<file path="src/mrcc_pkg.sv">
// Shared types and constants for the mixed-radix contingency counter.
// Used by mrcc_ctrl, mrcc_datapath and the top level; no dependencies.
`default_nettype none

package mrcc_pkg;

    // fixed field widths of the item formats
    localparam int NUM_PARENT_FIELDS = 6;
    localparam int VAL_W             = 4;   // child and parent value
    localparam int WEIGHT_W          = 12;
    localparam int NP_W              = 3;
    localparam int ARITY_W           = 5;
    localparam int CFG_IDX_W         = 3;
    localparam int CFG_DATA_W        = 12;
    localparam int RD_CFG_W          = 12;
    localparam int OUT_CNT_W         = 32;
    // j = sum of six 4x12 products fits in 19 bits; j*arity+k in 24 bits
    localparam int J_W               = 19;
    localparam int JK_W              = J_W + ARITY_W;
    localparam int PROD_W            = VAL_W + WEIGHT_W;

    // s_tdata layout, lowest bit first
    localparam int CHILD_LSB   = 0;
    localparam int PARENT_LSB  = 4;
    localparam int RD_CFG_LSB  = 28;
    localparam int RD_CHLD_LSB = 40;
    localparam int S_TDATA_W   = 48;
    localparam int M_TDATA_W   = 64;

    // configuration register indexes
    typedef enum logic [CFG_IDX_W-1:0] {
        CFG_NUM_PARENTS = 3'd0,
        CFG_CHILD_ARITY = 3'd1,
        CFG_WEIGHT_0    = 3'd2,
        CFG_WEIGHT_1    = 3'd3,
        CFG_WEIGHT_2    = 3'd4,
        CFG_WEIGHT_3    = 3'd5,
        CFG_WEIGHT_4    = 3'd6,
        CFG_WEIGHT_5    = 3'd7
    } cfg_idx_t;

    typedef enum logic [1:0] {
        REQ_CLEAR = 2'd0,
        REQ_COUNT = 2'd1,
        REQ_READ  = 2'd2,
        REQ_NONE  = 2'd3
    } req_t;

    typedef enum logic [3:0] {
        ST_CLEAR,
        ST_IDLE,
        ST_MAC,
        ST_INDEX,
        ST_ACCESS,
        ST_UPDATE,
        ST_RESP
    } state_t;

    typedef struct packed {
        logic load;        // capture the accepted item
        logic mac_step;    // one multiply-accumulate of the parent index
        logic index;       // form j*arity+k and range flags
        logic read;        // issue table reads
        logic update;      // write back increment, capture counts
        logic clear_step;  // zero one entry of both tables
        logic res_zero;    // result is all zero
        logic res_oor;     // result is out of range
        logic out_load;    // move result into output register
    } dp_cmd_t;

    typedef struct packed {
        logic mac_done;
        logic addr_ok;
        logic clr_done;
    } dp_stat_t;

endpackage

`default_nettype wire

</file>
<file path="src/mrcc_ctrl.sv">
// Controller FSM of the contingency counter: sequences the index MAC, table
// access, clearing pass and output handshake. Depends on mrcc_pkg.
`default_nettype none

module mrcc_ctrl (
    input  wire logic              aclk,
    input  wire logic              aresetn,
    input  wire logic              s_tvalid,
    output logic                   s_tready,
    input  wire logic [1:0]        s_tuser,
    output logic                   m_tvalid,
    input  wire logic              m_tready,
    input  wire mrcc_pkg::dp_stat_t stat_i,
    output mrcc_pkg::dp_cmd_t      cmd_o
);
    import mrcc_pkg::*;

    state_t state_reg, state_next;
    logic   clr_reply_reg, clr_reply_next;
    logic   m_tvalid_reg, m_tvalid_next;
    req_t   req_in;
    logic   out_free;

    assign req_in   = req_t'(s_tuser);
    assign out_free = !m_tvalid_reg || m_tready;
    assign m_tvalid = m_tvalid_reg;

    always_ff @(posedge aclk) begin
        if (!aresetn) begin
            state_reg     <= ST_CLEAR;   // tables are zeroed after reset
            clr_reply_reg <= 1'b0;
            m_tvalid_reg  <= 1'b0;
        end else begin
            state_reg     <= state_next;
            clr_reply_reg <= clr_reply_next;
            m_tvalid_reg  <= m_tvalid_next;
        end
    end

    // next state
    always_comb begin
        state_next = state_reg;
        case (state_reg)
            ST_CLEAR: begin
                if (stat_i.clr_done) begin
                    state_next = clr_reply_reg ? ST_RESP : ST_IDLE;
                end
            end
            ST_IDLE: begin
                if (s_tvalid) begin
                    case (req_in)
                        REQ_CLEAR: state_next = ST_CLEAR;
                        REQ_COUNT: state_next = ST_MAC;
                        REQ_READ:  state_next = ST_INDEX;
                        default:   state_next = ST_RESP;
                    endcase
                end
            end
            ST_MAC: begin
                if (stat_i.mac_done) begin
                    state_next = ST_INDEX;
                end
            end
            ST_INDEX:  state_next = ST_ACCESS;
            ST_ACCESS: state_next = stat_i.addr_ok ? ST_UPDATE : ST_RESP;
            ST_UPDATE: state_next = ST_RESP;
            ST_RESP: begin
                if (out_free) begin
                    state_next = ST_IDLE;
                end
            end
            default: state_next = ST_IDLE;
        endcase
    end

    // outputs
    always_comb begin
        cmd_o          = '0;
        s_tready       = 1'b0;
        clr_reply_next = clr_reply_reg;
        m_tvalid_next  = m_tvalid_reg && !m_tready;
        case (state_reg)
            ST_CLEAR: begin
                cmd_o.clear_step = 1'b1;
                if (stat_i.clr_done) begin
                    cmd_o.res_zero = 1'b1;
                    clr_reply_next = 1'b0;
                end
            end
            ST_IDLE: begin
                s_tready   = 1'b1;
                cmd_o.load = s_tvalid;
                if (s_tvalid) begin
                    case (req_in)
                        REQ_CLEAR: clr_reply_next = 1'b1;
                        REQ_COUNT: cmd_o.res_zero = 1'b0;
                        REQ_READ:  cmd_o.res_zero = 1'b0;
                        default:   cmd_o.res_zero = 1'b1;
                    endcase
                end
            end
            ST_MAC:    cmd_o.mac_step = !stat_i.mac_done;
            ST_INDEX:  cmd_o.index = 1'b1;
            ST_ACCESS: begin
                cmd_o.read    = stat_i.addr_ok;
                cmd_o.res_oor = !stat_i.addr_ok;
            end
            ST_UPDATE: cmd_o.update = 1'b1;
            ST_RESP: begin
                if (out_free) begin
                    cmd_o.out_load = 1'b1;
                    m_tvalid_next  = 1'b1;
                end
            end
            default: cmd_o = '0;
        endcase
    end

endmodule

`default_nettype wire

</file>
<file path="config.mk">
export PLATFORM = sky130hd
export DESIGN_NAME = mrcc_ctrl
export DESIGN_NICKNAME = d
export VERILOG_FILES = /design/src/mrcc_pkg.sv /design/src/mrcc_ctrl.sv
export SDC_FILE = /design/constraint.sdc
export NUM_CORES = 1
export LEC_CHECK = 0
export BUFFER_PORTS_ARGS = -buffer_cell sky130_fd_sc_hd__buf_2
export CORE_AREA = 2 2 39 41
export DETAILED_ROUTE_END_ITERATION = 10
export DIE_AREA = 0 0 41 43
export GPL_TIMING_DRIVEN = 0
export PLACE_DENSITY = 0.59
export RECOVER_POWER = 25
export SLEW_MARGIN = 40
export SYNTH_ARGS = -nofsm -noshare
export SYNTH_HDL_FRONTEND = slang
export SYNTH_SLANG_ARGS = --single-unit
export TNS_END_PERCENT = 50
</file>
<file path="constraint.sdc">
create_clock -name aclk -period 1.8 [get_ports aclk]
set_input_delay 0.36 -clock aclk [delete_from_list [all_inputs] [get_ports aclk]]
set_output_delay 0.36 -clock aclk [all_outputs]
set_load 0.005 [all_outputs]
</file>
==> key figures, run 1 <==
Route
  • Routed via count: 508
  • Antenna viol nets, final: 0
  • Total iterations of the first detailed-routing run: 4
  • Wire per inst: around 10 um
  • DR iter-0 viols: 4
  • Via/cell ratio: approximately 4.9
  • Total Routed Length: around 1000 um
  • DR DRC count: 0

Power and ir drop
  • Switching share of total power: ~42%
  • Total power: around 0.00079 W
  • Switching power: 0.000336 W
  • Leak: between 0.2 and 0.3 nW
  • Peak supply drop: 557 uV
  • Flop pwr share: between 20% and 30%
  • Clock Power Share: between 10% and 20%
  • Int Power: between 0.0004 and 0.0005 W
  • Combinational share of power: 62.9%
  • Pwr Density: ~1300 nW/um^2

Place
  • Routability cong.: 0.876
  • Port Buf Inserts: 19
  • Post-DP HPWL: 823 um

Setup path
  • Worst EP required: approximately 1400 ps
  • Cell family with most CP delay: buffers and inverters
  • WP buf/inv: 3
  • CP max-delay cell: dfxtp_1
  • WP data arrival: between 1000 and 1500 ps
  • CP max stage delay: around 300 ps
  • Critical path, cell by cell: buf_6, or2_1, buf_6, nor2_1, buf_2
  • Setup crit start kind: register
  • Cell mode on critical path: buf_6
  • CP max FO: 10
  • CP Class: register to output port
  • Kind of end point of the critical path: output port

STA
  • Setup-failing EPs final: 0
  • Final Slew Violations: 0
  • Maximum clock frequency: ~0.6 GHz
  • Min Tclk post-route: about 1600 ps
  • Slew Limit Headroom: 80.5%
  • Unrepaired setup endpoints after global routing: no
  • Final hold vios: 0
  • Clk_skew: about 3.5 ps
  • Least-Margin Pin Slew: approximately 290 ps
  • Fin crit share: between 90% and 100%
  • Setup TNS Final: 0 ps

Floorplanning
  • Row cnt: 14
  • Starting Density: approximately a third
  • Ports: 20
  • Die Footprint: ~1800 um^2
  • Die height: between 40 and 50 um
  • Core Region: between 1000 and 1500 um^2
  • Die width: ~41 um

Logic synthesis
  • Synth unique cells: 27
  • Mapped Area: roughly 460 um^2
  • Yosys reg bits: 5
  • Sequential area share after synthesis: a little over a fifth
  • Ys async rst share: 0%
  • Synth Instances: 65
  • Mapped Nets: between 70 and 80
  • Synth Warn #: 0
  • Avg Cell Area, Syn: slightly above 7 um^2
  • EDFF count, synth: 0
  • Post-synth top flop: dfxtp_1

Clocking
  • Clock Sinks: 5
  • Worst-path clk slew: approximately 40 ps
  • CTS buffer count: 3
  • Clock Root Buffer: clkbuf_4
  • Hold buffers post-CTS: 0
  • Total setup buffers inserted after CTS: 0
  • CTS Buffer Depth: 2
  • TritonCTS clock tree: done
  • # resized after CTS: 0
  • H-tree levels: 1
  • Clk Latency, worst-skew pair: 240 ps

Global routing
  • Total grt overflow: 0
  • Largest net degree at the start of global routing: 11
  • Vias in the first global route: 400
  • Initial antenna violation count: 0
  • GR Util All Layers: between 10% and 20%
  • First-pass GRT wire length: about 1600 um

Layout
  • Fill cells: ~160
  • Final core utilization: between 40 and 50%
  • N_diodes: 0
  • Share of post-route cells with drive strength above 1: between 30 and 40%
  • NumNets Final: around 100
  • Number of flip-flops in the largest register: 3
  • Synthesis-to-layout area growth: 30.6%

Status
  • Status: finished clean

Flow run
  • MaxCap Viol Count: 0

Min path
  • Hold WC Path Type: input port to register
-- power groups by stage --
stage / clock (W) / combinational [W] / sequential [W]
6_report: 0.000124 / 0.000498 / 0.000170
3_3_place_gp: 0 / 0.000502 / 0.000173
3_5_place_dp: 0 / 0.000504 / 0.000172
2_1_floorplan: 0 / 0.000384 / 0.000164
4_1_cts: 0.000133 / 0.000505 / 0.000170
5_1_grt: 0.000141 / 0.000555 / 0.000174
-- cell families (layout without fill, tap and decap cells) --
group           Yosys count  count (layout)  share of synthesized area, %
simple gates             36              36                          43.4
compound gates           17              17                          23.6
flops                     5               5                          21.7
buf+inv                   7              30                          11.4
-- final cells by class --
type | instances | area, um^2 | share of cell area [%]
multi-input combinational | 53 | 309 | 51.2
sequential | 5 | 100 | 16.6
timing repair buffer | 19 | 95.1 | 15.8
buffer | 4 | 41.3 | 6.85
clock buffer | 4 | 26.3 | 4.36
tap | 16 | 20.0 | 3.32
inverter | 3 | 11.3 | 1.87
-- cells in the final DEF (no fill, tap or decap) --
master and count:
buf_2 19, nor2_1 12, nor3_1 6, a21oi_1 6
nand2_1 5, dfxtp_1 5, nor2b_1 4, inv_1 3
buf_6 3, clkbuf_4 3, o21ai_0 2, or2_1 1
nor2_8 1, buf_4 1, nand2b_4 1, nand2b_2 1
nand2b_1 1, nand4_1 1, nand3b_1 1, and2_2 1
a31oi_1 1, o22ai_1 1, o31ai_1 1, a311oi_1 1
a221oi_1 1, nand3_1 1, a21boi_1 1, o31a_1 1
o21a_1 1, a21boi_0 1, clkbuf_1 1
-- stage by stage --
stage	setup WS [ps]	std cells	hold WS (ps)	area, um^2
6_report	155	104	414	603
3_5_place_dp	394	100	518	577
4_1_cts	133	104	402	603
5_1_grt	50.6	104	410	603
2_1_floorplan	520	65	474	462
3_3_place_gp	404	100	503	577
-- worst paths after layout --
| check | startpoint | to | slack [ps] | depth (start not counted) |
|---|---|---|---|---|
| hold reg to reg | clr_reply_reg | clr_reply_reg | 530 | 2 |
| hold / removal | aresetn | state_reg[1] | 410 | 2 |
| setup reg to reg | state_reg[2] | state_reg[1] | 450 | 5 |
| setup / recovery | state_reg[1] | cmd_o[8] | 150 | 5 |
-- synthesized netlist by cell type, drive strengths merged (2+ instances only) --
library cell / instances / area (um^2)
a21boi: 2 / 15.0
nor3: 6 / 30.0
o21ai: 2 / 10.0
nand2: 5 / 18.8
nand2b: 3 / 28.8
nor2: 13 / 65.1
a21oi: 6 / 30.0
dfxtp: 5 / 100
inv: 3 / 11.3
buf: 4 / 41.3
nor2b: 4 / 25.0
-- metal layers --
layer	part of all wire, %	track usage, %	wire length, um	vias up
li1	-	-	-	272
met1	46	17.1	479	223
met2	48	18.4	501	9
met3	3.2	3.14	33	4
met4	2.6	14.0	27	0
met5	0	0	0	-
Note: power is estimated with default switching activity, not from simulation.
==> inputs of run 2 (changes only) <==
Settings changed: ABC_AREA set to 1, PLACE_DENSITY 0.59 to 0.61, SKIP_CTS_REPAIR_TIMING set to 1.
==> key figures, run 2 <==
Global routing
  • GR Util All Layers: 13.6%
  • Total grt overflow: 0
  • First-pass GRT wire length: 1650 um
  • Vias in the first global route: approximately 440
  • Initial antenna violation count: 0
  • Largest net degree at the start of global routing: 10

Setup path
  • CP max-delay cell: dfxtp_1
  • CP max FO: 9
  • Worst R2R Setup Slack: 490 ps
  • Cell mode on critical path: buf_2
  • WP data arrival: 1280 ps
  • CP Class: register to output port
  • Worst EP required: 1440 ps
  • CP max stage delay: approximately 280 ps
  • Reg2reg start: state_reg[0]
  • Setup crit start kind: register
  • Critical path, cell by cell: buf_2, inv_1, nand3_2, nor2_1, nand2_1, o21ai_0, buf_2
  • CP startpoint: state_reg[1]
  • Kind of end point of the critical path: output port
  • RR Endpoint: state_reg[0]
  • R2R depth: 9

Logic synthesis
  • Mapped Nets: 94
  • Dominant cells by area after synthesis: dfxtp_1 21%, nand2_1 14%, nor2_1 13%
  • Post-synth top area share: roughly a fifth
  • Count leader, synth: nand2_1
  • Avg Cell Area, Syn: between 5 and 6 um^2
  • Top cells by count, synth: 18 x nand2_1, 16 x nor2_1, 14 x inv_1
  • Synth Warn #: 0
  • Adder-Cell Fraction of Synth Area: 0%
  • Post-synth top flop: dfxtp_1
  • Synth Instances: 85
  • Yosys reg bits: 5
  • Largest family of logic cells by synthesized area: simple AND/OR/NAND/NOR gates
  • Synth unique cells: 15
  • EDFF count, synth: 0
  • Mux contribution to synthesized area: 0%
  • Sequential area share after synthesis: 21.0%
  • Synth Area in Simple Gates: 57.0%
  • Synth Area in XOR/XNOR: 0%
  • Compound-gate portion of the synthesized area: under 10%
  • Yosys top cell by area: dfxtp_1
  • Mapped Area: between 400 and 500 um^2
  • Ys async rst share: 0%

STA
  • Least-Margin Pin Slew: 307 ps
  • Final hold vios: 0
  • Setup TNS Final: 0 ps
  • Min Tclk post-route: roughly 1600 ps
  • Final Slew Violations: 0
  • Setup-failing EPs final: 0
  • Final setup margin: between 150 and 200 ps
  • Fin crit share: 91.1%
  • Clk_skew: around 1.6 ps
  • Maximum clock frequency: around 0.61 GHz
  • Slew Limit Headroom: between 70 and 80%
  • Unrepaired setup endpoints after global routing: no

Place
  • Pre-CTS WS: around 400 ps
  • Area after DPL: approximately 590 um^2
  • Post-DP HPWL: approximately 880 um
  • Port Buf Inserts: 19
  • Routability cong.: a little over 0.8

Layout
  • Cell area after layout: 612 um^2
  • NumNets Final: 118
  • Fill cells: approximately 160
  • Synthesis-to-layout area growth: 28.3%
  • Most frequent cells in the layout: 19 x buf_2, 19 x nand2_1, 17 x nor2_1, 15 x inv_1, 7 x nand3_1
  • N_diodes: 0
  • Number of flip-flops in the largest register: 3
  • Share of post-route cells with drive strength above 1: around a third

Route
  • Wire per inst: 8.27 um
  • DR iter-0 viols: 15
  • DR DRC count: 0
  • Routed via count: 564
  • Via/cell ratio: 4.55
  • Total iterations of the first detailed-routing run: 4
  • Total Routed Length: approximately 1000 um
  • Antenna viol nets, final: 0

Clocking
  • TritonCTS clock tree: done
  • H-tree levels: 1
  • Worst-path clk slew: 40 ps
  • CTS Buffer Depth: 2
  • Clock Sinks: 5
  • Clk Latency, worst-skew pair: approximately 240 ps
  • Clock Root Buffer: clkbuf_4
  • CTS buffer count: 3

Floorplanning
  • Die Footprint: between 1500 and 2000 um^2
  • Die width: 41 um
  • Row cnt: 14
  • Ports: 20
  • Starting Density: 34.4%
  • Die height: 43 um
  • Core Region: around 1400 um^2

Power and ir drop
  • Peak supply drop: 566 uV
  • Pwr Density: roughly 1300 nW/um^2
  • Total power: ~0.00077 W
  • Leak: around 0.37 nW

Min path
  • Hold path cells: 3
  • Hold Path End: state_reg[0]
  • Worst hold start: aresetn
  • Hold WC Path Type: input port to register

Status
  • Status: finished clean

Flow run
  • MaxCap Viol Count: 0
run 2: worst max-delay path by stage:
stage	cells past startpoint	end
after floorplan	6	cmd_o[2]
after global placement	7	cmd_o[2]
after detailed placement	7	cmd_o[2]
after CTS	7	cmd_o[2]
after global routing	7	cmd_o[2]
final	7	cmd_o[2]
run 2: per-stage QoR:
| stage | hold WS [ps] | std cells | util, % |
|---|---|---|---|
| final | 356 | 124 | 44.2 |
| after global routing | 392 | 124 | 44.2 |
| after CTS | 348 | 124 | 44.7 |
| after detailed placement | 502 | 120 | 42.8 |
| after global placement | 504 | 120 | 42.8 |
| after floorplan | 480 | 85 | - |
run 2: layout make-up:
class                           instances  area [um^2]  area share, %
Buffer                                  1         5.00          0.818
Clock buffer                            4         26.3           4.29
Inverter                               18         70.1           11.5
Multi-Input combinational cell         61          297           48.5
Sequential cell                         5          100           16.4
Tap cell                               16         20.0           3.27
Timing Repair Buffer                   19         93.8           15.3
run 2: power by group:
part           switching (W)  internal, W  leakage (nW)  total, W
clock network      0.0000434    0.0000836        0.0150  0.000127
registers          0.0000369     0.000138        0.0408  0.000174
logic               0.000292     0.000179         0.318  0.000471
run 2: critical path: cells and delay by family, from the launching register on:
family                 cells  cell delay, ps
buffers and inverters      3             400
AOI/OAI and AO/OA          1              60
DFF                        1             280
and+or+nand+nor            3             290
run 2: logic make-up after synthesis:
| family | after synthesis |
|---|---|
| buf+inv | 19 |
| flops | 5 |
| compound gates | 6 |
| simple gates | 55 |
run 2: routing by layer:
| metal | track usage (%) | vias to the layer above | part of all wire, % |
|---|---|---|---|
| met1 | 18.2 | 244 | 44 |
| met5 | 0 | - | 0 |
| li1 | - | 304 | - |
| met2 | 19.1 | 16 | 50 |
| met4 | 6.00 | 0 | 0 |
| met3 | 4.71 | 0 | 6.7 |
==> inputs of run 3 (changes only) <==
Settings changed: CORE_AREA 2 2 39 41 to 3 3 40 42, DIE_AREA 0 0 41 43 to 0 0 43 45.
==> key figures, run 3 (synthesis gave the netlist of run 2 again) <==
Status
  • Status: finished clean

Setup path
  • Cell mode on critical path: buf_2
  • Setup crit start kind: register
  • CP Class: register to output port
  • Kind of end point of the critical path: output port
  • CP max stage delay: approximately 290 ps
  • Critical path, cell by cell: buf_2, inv_1, nand3_2, nor2_2, nand2_1, o21ai_0, buf_2
  • CP max-delay cell: dfxtp_1
  • CP max FO: 9
  • WP data arrival: approximately 1300 ps
  • Worst EP required: between 1000 and 1500 ps

Route
  • Total Routed Length: around 1100 um
  • Wire per inst: about 9 um
  • DR iter-0 viols: 8
  • DR DRC count: 0
  • Routed via count: between 500 and 600
  • Via/cell ratio: ~4.4
  • Total iterations of the first detailed-routing run: 2
  • Antenna viol nets, final: 0

Clocking
  • Worst-path clk slew: 40 ps
  • Clk Latency, worst-skew pair: 230 ps
  • CTS Buffer Depth: 2
  • TritonCTS clock tree: done
  • CTS buffer count: 3
  • H-tree levels: 1
  • Clock Sinks: 5
  • Clock Root Buffer: clkbuf_4

STA
  • Fin crit share: approximately nine tenths
  • Setup-failing EPs final: 0
  • Least-Margin Pin Slew: between 300 and 400 ps
  • Maximum clock frequency: a little over 0.6 GHz
  • Slew Limit Headroom: 78.0%
  • Min Tclk post-route: about 1600 ps
  • Final Slew Violations: 0
  • Setup TNS Final: 0 ps
  • Final hold vios: 0
  • Unrepaired setup endpoints after global routing: no
  • Clk_skew: roughly 0.88 ps

Layout
  • N_diodes: 0
  • Fin cells: about 120
  • NumNets Final: around 120
  • Synthesis-to-layout area growth: 29.1%
  • Number of flip-flops in the largest register: 3
  • Most frequent cells in the layout: 19 x buf_2, 19 x nand2_1, 15 x inv_1, 15 x nor2_1, 7 x nand3_1
  • Share of post-route cells with drive strength above 1: 35.2%

Floorplanning
  • Die Footprint: just under 2000 um^2
  • Core Region: 1280 um^2
  • Starting Density: around 37%
  • Die width: between 40 and 50 um
  • Die height: ~45 um
  • Row cnt: 13
  • Ports: 20

Place
  • Routability cong.: between 0.8 and 0.9
  • Post-DP HPWL: 917 um
  • Port Buf Inserts: 19
  • Placed Cells incl. Taps: about 120

Min path
  • Hold WC Path Type: input port to register

Global routing
  • Vias in the first global route: around 490
  • Largest net degree at the start of global routing: 10
  • Initial antenna violation count: 0
  • GR Util All Layers: between 10% and 20%
  • First-pass GRT wire length: about 1800 um
  • Total grt overflow: 0

Power and ir drop
  • Pwr Density: 1270 nW/um^2
  • Peak supply drop: ~770 uV
  • Leak: 0.374 nW

Flow run
  • MaxCap Viol Count: 0
run 3: power by group:
part / switching, W / leakage (nW) / internal [W]
logic: 0.000301 / 0.318 / 0.000182
registers: 0.0000374 / 0.0408 / 0.000138
clock network: 0.0000401 / 0.0150 / 0.0000834
run 3: area by class of cell:
type                    count  area [um^2]
inverters                  18         70.1
repair buffers             19         93.8
plain buffers               1         5.00
clock buffers               4         26.3
fillers                   147          669
multi-input cells          61          302
flip-flops and latches      5          100
well taps                  15         18.8
run 3: path summary, 6_finish.rpt:
path	depth (start not counted)	endpoint	slack (ps)	startpoint
worst max-delay path	7	cmd_o[2]	170	state_reg[1]
worst min-delay path	3	state_reg[0]	360	aresetn
worst max register to register	9	state_reg[0]	480	state_reg[0]
worst min register to register	2	clr_reply_reg	510	clr_reply_reg
run 3: per-stage QoR:
step	utilization (%)	setup slack (ps)	instance area (um^2)	hold slack [ps]	power, W
3_3_place_gp	46.0	407	591	500	0.000668
2_1_floorplan	-	527	477	480	0.000535
5_1_grt	47.9	26.3	616	384	0.000867
3_5_place_dp	46.0	386	591	504	0.000670
4_1_cts	48.0	121	617	358	0.000803
6_report	47.9	169	616	363	0.000782
run 3: layer usage:
metal / global-route usage (%) / share of wire, % / wire (um)
met5: 0 / 0 / 0
met1: 15.0 / 49 / 524
met3: 2.39 / 5.4 / 58
met4: 9.04 / 1.1 / 12
met2: 19.5 / 45 / 484
run 3: worst max-delay path, delay by kind of cell, from the launching register on:
kind | cells | cell delay [ps]
and+or+nand+nor | 3 | 290
DFF | 1 | 290
buffers and inverters | 3 | 410
AOI/OAI and AO/OA | 1 | 60
